<file path="config.mk">
export PLATFORM = sky130hd
export DESIGN_NAME = char_lcd_command_sequencer
export DESIGN_NICKNAME = d
export VERILOG_FILES = /design/src/design/clcd_pkg.sv /design/src/design/char_lcd_command_sequencer.sv
export SDC_FILE = /design/constraint.sdc
export NUM_CORES = 1
export LEC_CHECK = 0
export BUFFER_PORTS_ARGS = -buffer_cell sky130_fd_sc_hd__buf_2
export CAP_MARGIN = 20
export CORE_ASPECT_RATIO = 0.9
export CORE_MARGIN = 1
export CORE_UTILIZATION = 60
export DETAILED_ROUTE_END_ITERATION = 8
export PLACE_DENSITY = 0.95
export REMOVE_ABC_BUFFERS = 1
export SLEW_MARGIN = 20
export SYNTH_ARGS = -nofsm -noshare
export SYNTH_HDL_FRONTEND = slang
export SYNTH_SLANG_ARGS = --single-unit
</file>
<file path="constraint.sdc">
create_clock -name clk -period 3.45 [get_ports clk]
set_input_delay 0.345 -clock clk [delete_from_list [all_inputs] [get_ports clk]]
set_output_delay 0.345 -clock clk [all_outputs]
set_load 0.01 [all_outputs]
</file>
<file path="src/design/clcd_pkg.sv">
package clcd_pkg;

  // request codes
  localparam logic [2:0] CMD_TICK   = 3'd0;
  localparam logic [2:0] CMD_INIT   = 3'd1;
  localparam logic [2:0] CMD_CLEAR  = 3'd2;
  localparam logic [2:0] CMD_CURSOR = 3'd3;
  localparam logic [2:0] CMD_CHAR   = 3'd4;

  // result status codes
  localparam logic [1:0] ST_ACCEPT = 2'd0;
  localparam logic [1:0] ST_REJECT = 2'd1;
  localparam logic [1:0] ST_IDLE   = 2'd2;

  // pending actions
  localparam logic [1:0] ACT_NONE    = 2'd0;
  localparam logic [1:0] ACT_START   = 2'd1;
  localparam logic [1:0] ACT_RELEASE = 2'd2;

  // configuration register indexes
  localparam logic [1:0] REG_WAIT      = 2'd0;
  localparam logic [1:0] REG_INIT_WAIT = 2'd1;
  localparam logic [1:0] REG_LONG_WAIT = 2'd2;

  localparam logic [7:0] WAIT_RESET      = 8'd2;
  localparam logic [7:0] INIT_WAIT_RESET = 8'd5;
  localparam logic [7:0] LONG_WAIT_RESET = 8'd20;

  localparam logic [6:0] LINE1_BASE   = 7'h40;
  localparam logic [7:0] NEWLINE_CODE = 8'd10;
  localparam logic [7:0] LCD_CLEAR    = 8'h01;
  localparam logic [7:0] LCD_DDRAM    = 8'h80;
  localparam logic [1:0] START_LAST   = 2'd2;
  localparam logic [1:0] START_DONE   = 2'd3;

  typedef struct packed {
    logic [2:0] cmd;
    logic [6:0] col;
    logic       row;
    logic [7:0] char_code;
  } clcd_req_t;

  typedef struct packed {
    logic [1:0] status;
    logic       bus_write;
    logic       reg_select;
    logic [7:0] bus_byte;
    logic       busy_res;
  } clcd_res_t;

  // start-up command bytes: function set, display on, entry mode
  function automatic logic [7:0] start_cmd(input logic [1:0] step);
    logic [7:0] b;
    b = 8'h06;
    unique case (step)
      2'd0:    b = 8'h38;
      2'd1:    b = 8'h0C;
      default: b = 8'h06;
    endcase
    return b;
  endfunction

endpackage

</file>
<file path="src/design/char_lcd_command_sequencer.sv">
// Channel  | valid     | flow control | payload
// ---------+-----------+--------------+------------------------------
// request  | in_valid  | in_stall     | in_data  (clcd_req_t)
// result   | out_valid | out_stall    | out_data (clcd_res_t)
// config   | cfg_valid | cfg_ready    | cfg_index, cfg_data
//
// One request per cycle unless the result side stalls; request register,
// then result register. The sequencer state updates in the step between them.
// Reset (rst, synchronous) leaves the display busy until an init completes,
// with the delay registers at 2, 5 and 20 ticks.
// A stalled result holds the result register; the request register still
// takes one more request, and in_stall rises only when both are full.
module char_lcd_command_sequencer
  import clcd_pkg::*;
(
  input  logic       clk,
  input  logic       rst,
  input  logic       in_valid,
  output logic       in_stall,
  input  clcd_req_t  in_data,
  output logic       out_valid,
  input  logic       out_stall,
  output clcd_res_t  out_data,
  input  logic       cfg_valid,
  output logic       cfg_ready,
  input  logic [1:0] cfg_index,
  input  logic [7:0] cfg_data
);

  // delay registers
  logic [7:0] wait_ticks;
  logic [7:0] init_wait_ticks;
  logic [7:0] long_wait_ticks;

  // sequencer state
  logic       busy_flag,      busy_flag_next;
  logic [6:0] cursor_addr,    cursor_addr_next;
  logic [7:0] wait_count,     wait_count_next;
  logic [1:0] init_step,      init_step_next;
  logic [1:0] pending_action, pending_action_next;

  // request register
  logic      req_valid;
  clcd_req_t req;

  clcd_res_t res_next;
  logic      advance;

  assign cfg_ready = 1'b1;

  // the result register frees up when it is empty or being taken
  assign advance  = req_valid && (!out_valid || !out_stall);
  assign in_stall = req_valid && !advance;

  always_ff @(posedge clk) begin
    if (rst) begin
      wait_ticks      <= WAIT_RESET;
      init_wait_ticks <= INIT_WAIT_RESET;
      long_wait_ticks <= LONG_WAIT_RESET;
    end else if (cfg_valid && cfg_ready) begin
      unique case (cfg_index)
        REG_WAIT:      wait_ticks      <= cfg_data;
        REG_INIT_WAIT: init_wait_ticks <= cfg_data;
        REG_LONG_WAIT: long_wait_ticks <= cfg_data;
        default:       ;
      endcase
    end
  end

  always_ff @(posedge clk) begin
    if (rst) begin
      req_valid <= 1'b0;
    end else if (!in_stall) begin
      req_valid <= in_valid;
    end
  end

  always_ff @(posedge clk) begin
    if (!in_stall && in_valid) begin
      req <= in_data;
    end
  end

  // one request's worth of sequencer logic
  always_comb begin
    logic [7:0] dec;
    logic [1:0] s;
    logic [1:0] s_next;
    busy_flag_next      = busy_flag;
    cursor_addr_next    = cursor_addr;
    wait_count_next     = wait_count;
    init_step_next      = init_step;
    pending_action_next = pending_action;
    res_next            = '0;
    res_next.status     = ST_IDLE;
    dec    = (wait_count != 8'd0) ? wait_count - 8'd1 : wait_count;
    s      = (init_step > START_LAST) ? START_LAST : init_step;
    s_next = s + 2'd1;

    priority if (req.cmd == CMD_TICK) begin
      wait_count_next = dec;
      if (dec == 8'd0 && pending_action == ACT_RELEASE) begin
        busy_flag_next      = 1'b0;
        pending_action_next = ACT_NONE;
      end else if (dec == 8'd0 && pending_action == ACT_START) begin
        // start-up command fires on the tick
        res_next.bus_write = 1'b1;
        res_next.bus_byte  = start_cmd(s);
        init_step_next     = s_next;
        if (s_next != START_DONE) begin
          wait_count_next = (s_next == 2'd1) ? init_wait_ticks : wait_ticks;
        end else begin
          wait_count_next     = wait_ticks;
          pending_action_next = ACT_RELEASE;
        end
      end
    end else if (req.cmd == CMD_INIT) begin
      // restarts start-up regardless of busy; cursor kept
      busy_flag_next      = 1'b1;
      init_step_next      = 2'd0;
      pending_action_next = ACT_START;
      wait_count_next     = long_wait_ticks;
      res_next.status     = ST_ACCEPT;
    end else if (req.cmd > CMD_CHAR) begin
      res_next.status = ST_IDLE;
    end else if (busy_flag) begin
      res_next.status = ST_REJECT;
    end else begin
      res_next.status     = ST_ACCEPT;
      res_next.bus_write  = 1'b1;
      wait_count_next     = wait_ticks;
      busy_flag_next      = 1'b1;
      pending_action_next = ACT_RELEASE;
      priority if (req.cmd == CMD_CLEAR) begin
        res_next.bus_byte = LCD_CLEAR;
        cursor_addr_next  = 7'd0;
        wait_count_next   = long_wait_ticks;
      end else if (req.cmd == CMD_CURSOR) begin
        // seven-bit add wraps as the display address does
        cursor_addr_next  = (req.row ? LINE1_BASE : 7'd0) + req.col;
        res_next.bus_byte = LCD_DDRAM | {1'b0, cursor_addr_next};
      end else if (req.char_code == NEWLINE_CODE) begin
        cursor_addr_next  = LINE1_BASE;
        res_next.bus_byte = LCD_DDRAM | {1'b0, LINE1_BASE};
      end else begin
        res_next.reg_select = 1'b1;
        res_next.bus_byte   = req.char_code;
        cursor_addr_next    = cursor_addr + 7'd1;
      end
    end
    res_next.busy_res = busy_flag_next;
  end

  always_ff @(posedge clk) begin
    if (rst) begin
      busy_flag      <= 1'b1;
      cursor_addr    <= 7'd0;
      wait_count     <= 8'd0;
      init_step      <= 2'd0;
      pending_action <= ACT_NONE;
    end else if (advance) begin
      busy_flag      <= busy_flag_next;
      cursor_addr    <= cursor_addr_next;
      wait_count     <= wait_count_next;
      init_step      <= init_step_next;
      pending_action <= pending_action_next;
    end
  end

  always_ff @(posedge clk) begin
    if (rst) begin
      out_valid <= 1'b0;
    end else if (advance) begin
      out_valid <= 1'b1;
    end else if (!out_stall) begin
      out_valid <= 1'b0;
    end
  end

  always_ff @(posedge clk) begin
    if (advance) begin
      out_data <= res_next;
    end
  end

  // any pending action implies the display is held busy
  a_pending_busy: assert property (@(posedge clk) disable iff (rst)
    pending_action != ACT_NONE |-> busy_flag)
    else $error("pending action while not busy");

  // request side stalls only when both registers are occupied
  a_stall_full: assert property (@(posedge clk) disable iff (rst)
    in_stall |-> (out_valid && out_stall && req_valid))
    else $error("request stalled with free room");

  // quiet bus when no write
  a_quiet_bus: assert property (@(posedge clk) disable iff (rst)
    out_valid && !out_data.bus_write |->
      (out_data.reg_select == 1'b0 && out_data.bus_byte == 8'd0))
    else $error("bus driven without a write");

  // rejected requests never reach the display
  a_reject_no_write: assert property (@(posedge clk) disable iff (rst)
    out_valid && out_data.status == ST_REJECT |->
      (!out_data.bus_write && out_data.busy_res))
    else $error("rejected request wrote the bus");

endmodule

</file>
Word level (Yosys, flattened, before mapping). Index checks and enable logic that the tools add are counted.

Register bits after elaboration: 71. Bits of input ports: 34. Output and inout port bits: 16. Logic and storage cells: 114.

Add/subtract/negate cells: 3. Order comparisons: 2. Equality and inequality tests: 18. Multiplexer cells: 48. Reduce and logical (&&, ||, !) cells: 24.

Operators with widths (count): 8-bit two-way mux (14); 10-bit two-way mux (3); 2-bit two-way mux (14); 1-bit two-way mux (13); 6-bit two-way mux (2); 6-bit one-hot mux with 2 select lines (1); 2-bit by 1-bit equality test with 1-bit output, second input constant (4); 8-bit by 4-bit equality test with 1-bit output, second input constant (1); 8-bit zero test (1); 8-bit nonzero test (1); 8-bit by 1-bit subtractor with 8-bit output, second input constant (1); 7-bit adder (1); 7-bit two-way mux (1); 3-bit by 2-bit equality test with 1-bit output, second input constant (2); 3-bit by 1-bit inequality test with 1-bit output, second input constant (2); 3-bit inequality test, second input constant (2); 2-bit AND reduction (3); 6-bit OR reduction (1); 1-bit logical AND (5); 5-bit AND reduction (1); 2-bit equality test, second input constant (2); 1-bit zero test (4); 2-bit zero test (2); 2-bit by 1-bit inequality test with 1-bit output, second input constant (2); 11 further kinds (12).

Logic depth before layout (Yosys ltp).
Depth after elaboration: 9. Depth in mapped cells: 7. Gate-level depth less buffers: 7.

Worst setup path before layout. No wires, ideal clock.

Path kind: flip-flop to flip-flop. From: register wait_count[0]. To: register wait_count[6]. Setup time: 86 ps. Arrival time: 2080 ps. Data required time: 3364 ps. Setup slack: 1285 ps. Cell stages (with the launch flop): 8. Cell sequence: dfxtp_1 -> inv_1 -> ha_1 -> or3b_2 -> o2111ai_4 -> a211oi_4 -> mux2_2 -> a211oi_1.

Longest elaborated chain between the ends: 7. Elaborated cells on any way between the ends: 9.

RTL lines: start, declared (RTL line char_lcd_command_sequencer.sv:38) `logic [7:0] wait_count, wait_count_next;`; start signal, assigned (RTL line char_lcd_command_sequencer.sv:164) `wait_count <= wait_count_next;`; 8-bit by 1-bit subtractor with 8-bit output / 8-bit nonzero test (equally long branches) (RTL line char_lcd_command_sequencer.sv:96) `dec = (wait_count != 8'd0) ? wait_count - 8'd1 : wait_count;`; 8-bit two-way mux (*) (RTL line char_lcd_command_sequencer.sv:96); 8-bit zero test (RTL line char_lcd_command_sequencer.sv:102, char_lcd_command_sequencer.sv:105); 1-bit logical AND (RTL line char_lcd_command_sequencer.sv:105) `end else if (dec == 8'd0 && pending_action == ACT_START) begin`; 8-bit two-way mux (RTL line char_lcd_command_sequencer.sv:105); 8-bit two-way mux (*) (RTL line char_lcd_command_sequencer.sv:102) `if (dec == 8'd0 && pending_action == ACT_RELEASE) begin`; 8-bit two-way mux (*) (RTL line char_lcd_command_sequencer.sv:100) `priority if (req.cmd == CMD_TICK) begin`.

Every way passes the cells marked *; elsewhere a longest branch is shown, timed or not. A chain may end at the register's enable or synchronous reset.

Final worst setup path.
From: register wait_count[0]. To: register wait_count[4].

The elaborated chain is that of the path after synthesis.

==> flow_results.org <==
** Setup path
- Data on the critical path is required at its endpoint by 3700 ps.
- On the worst path, the slowest cell contributes a delay of 460 ps.
- Measured in cells, the most critical reg-to-reg path has a length of 7.
- Slowest CP cell :: a211oi_4
- Largest fanout on the critical path :: 9
- Traced cell by cell, the critical path runs through inv_1, ha_1, nor4b_4, xnor2_1, a211oi_4, mux2_2, a211oi_1.
- Capturing element type of the critical path :: register
- Worst Setup Start Kind :: register
- Endpoint arrival time on the critical path :: 2830 ps
- The setup path with the least slack is of type reg -> reg.
- Reg2Reg Capture Point :: wait_count[4]
- Setup slack on the worst reg-to-reg path comes out at 870 ps.
- In this run the critical register-to-register path is launched from wait_count[0].

** Clock network
- Clock-pin slew was measured on the worst setup and hold paths at 80 ps.
- Setup Buffers After CTS :: 0
- CTS hold repair buffers :: 0
- Number of H-tree branching levels :: 3
- Clock tree synthesis selected as its root buffer the cell clkbuf_8.
- Clock sinks :: 71
- Number of CTS-inserted buffers :: 9
- In this run the deepest clock path goes through 2 buffers.
- TritonCTS clock tree :: built
- Number of resized instances in the post-cts repair step :: 0
- Later-pin clock latency in the skew report :: 350 ps

** Timing
- Worst Hold Slack :: 174.9 ps
- For the pin with the worst max-slew slack, the measured transition is 799.2 ps.
- Setup TNS Final :: 0 ps
- Endpoints failing hold :: 0
- Final setup skew :: 9.567 ps
- Worst slew margin :: 46.52%
- Period utilization :: 74.89%
- The max-slew violation count was 0.
- Final worst setup slack :: 866.2 ps
- Setup repair after global routing left no endpoint under its margin.
- Setup violations remaining at the end of the flow were counted as 0.
- Final critical-path required period :: 2584 ps
- Static timing analysis puts the maximum clock frequency at 387.0 MHz.

** Cells and area
- Commonest cells after routing, fill and taps aside :: buf_2, nor2_1, dfxtp_1
- Antenna Cells :: 0
- Leading cell type in the layout, fill and taps excluded :: buf_2
- After routing the design area is 3884 um^2.
- In the final design database the tool counted 397 nets.
- The layout has 375 filler cells.
- Number of cells in the finished layout apart from fillers :: 434
- Proportion of layout cells with a drive suffix above 1 :: 24.25%
- Compared with the post-synthesis result, the final layout area differs by 13.87%.

** Synthesis
- Cells taking the most area after synthesis :: edfxtp_1, dfxtp_1, mux2i_1
- The most used flip-flop cell after synthesis is dfxtp_1.
- Mean instance size in the synthesized netlist :: 10.79 um^2
- The cell count after synthesis came out at 316.
- Sequential cell area fraction in the yosys report :: 51.06%
- Post-synthesis instance area :: 3411 um^2
- Yosys reg bits :: 71
- Async set-or-reset flop fraction in the synthesized netlist :: 0%
- Unique cell type count in the Yosys netlist :: 64
- The biggest area contributor in the post-synthesis netlist is edfxtp_1.
- In this run, synthesis inferred 32 flip-flops with an integrated enable.
- For this run, the number of Yosys warnings is 0.
- Post-synth top area share :: 28.17%

** Floorplanning
- Core Rows :: 25
- From left edge to right edge, the die measures 81.48 um.
- The die covers 5990 um^2.
- The core region is 5349 um^2.
- Starting Density :: 63.77%
- In this run the count of I/O pins placed on the die edge is 50.
- Die height :: 73.53 um

** Detailed routing
- Antenna viol nets, final :: 0
- Signal routing reaches up to met4.
- Number of DRC markers after the initial detailed-route iteration :: 227
- After detailed routing, the met3 layer carries 570 um of wire.
- Met2 layer wire length in the routed design :: 3.532 mm
- First-pass iteration count of the detailed router :: 7
- Post-DR vias/cell :: 6.113
- DR vias :: 2653
- Dividing the detail-routed wire length by the instance count gives 17.60 um.
- For this block, wires on met1 add up to 3.440 mm.
- After detailed routing, the number of remaining DRC violations is 0.
- For this block, the routed nets add up to 7.637 mm of wire.

** Worst hold path
- Worst hold path depth :: 1
- The worst hold path begins at in_data[1].
- The tightest min-delay check is of the in -> reg type.
- The path with the worst hold slack has its endpoint at req[1].

** GRT
- Pin count of the biggest net entering global routing :: 41
- Wire length of the first global-routing pass :: 12.18 mm
- Summed over all layers, the global routing overflow is 0.
- GRT Util Overall :: 27.78%
- Number of antenna violations at the first check in global routing :: 0
- The via count of the first global-routing pass was 2496.

** Pwr
- Peak supply drop :: 0.4152 mV
- In this run the power density over the cells is 458.8 nW/um^2.
- Summed over all cells, the static leakage comes to 1.550 nW.

** Placed design
- The congestion estimate from routability-driven global placement came to 0.9606.
- Timing analysis after detailed placement gives a worst setup slack of 954.7 ps.
- IO buf count :: 48
- After legalization and detailed placement, the total HPWL measured 5.403 mm.
- Placed Instance Area :: 3686 um^2
- Count of placed standard cells including taps :: 418

** Flow run
- Max-cap violations in this run came to 0.

** Status
- The run finished with clean final reports.
sequential cells by signal, indices dropped and copies added, names as in the netlist:
register	flops
init_wait_ticks	8
out_data	13
busy_flag	1
req_valid	1
out_valid	1
long_wait_ticks	8
wait_ticks	8
wait_count	8
pending_action	2
req	19
init_step	2
how the worst max path moves through the flow:
stage / start / endpoint
finish: wait_count[0] / wait_count[4]
global route: wait_count[0] / wait_count[4]
CTS: wait_count[0] / wait_count[4]
detailed placement: wait_count[0] / wait_count[4]
global placement: wait_count[0] / wait_count[7]
floorplan: wait_count[0] / wait_count[4]
routing by layer:
metal / vias to the layer above / track usage [%]
li1: 1268 / -
met1: 1249 / 37.91
met2: 125 / 42.59
met3: 11 / 7.950
met4: 0 / 8.929
met5: - / 0
layout make-up:
class	count	area [um^2]	area share [%]
Clock buffer	14	186.4	4.800
Tap cell	67	83.83	2.159
Clock inverter	2	11.26	0.2899
Sequential cell	71	1742	44.85
Inverter	6	22.52	0.5799
Timing Repair Buffer	52	270.3	6.959
Multi-Input combinational cell	222	1568	40.37
where the power goes:
group          total (mW)  switching (mW)  internal, mW  leakage, nW
Clock               0.646           0.299         0.347        0.106
Sequential          0.941          0.0266         0.914        0.625
Combinational       0.195           0.113        0.0823        0.818
cell usage after synthesis, drive strengths merged, types with 5 or more instances:
cell type and number:
a211o 5, a211oi 6, a21oi 15, buf 8, clkbuf 9, dfxtp 39, edfxtp 32, inv 6
mux2 5, mux2i 32, nand2 12, nor2 48, nor2b 5, nor3 8, o21ai 8, xnor2 6
kinds of logic (layout without fill, tap and decap cells):
family                     Yosys count  in the layout  synth area share (%)
AOI/OAI and AO/OA                   72             72                 16.40
buffers and inverters               23             74                 2.971
xor gates and xnor gates             6              6                 1.541
DFF                                 71             71                 51.06
adders and majority gates            1              1                0.3668
muxes                               37             37                 11.04
and+or+nand+nor                    105            105                 16.51
other                                1              1                0.1099
critical path, delay by kind of cell, from the launching register on:
kind                       cells  cell delay [ps]
AOI/OAI and AO/OA              2              720
muxes                          1              390
DFF                            1              380
and+or+nand+nor                1              340
adders and majority gates      1              300
xor gates and xnor gates       1              180
buffers and inverters          1              160
per-stage QoR:
step / util (%) / total power, mW
global placement: 68.91 / 1.141
floorplan: - / 1.078
finish: 72.61 / 1.782
detailed placement: 68.91 / 1.148
global route: 72.61 / 1.843
CTS: 72.61 / 1.782
No activity file was read; power rests on OpenSTA's default activity.
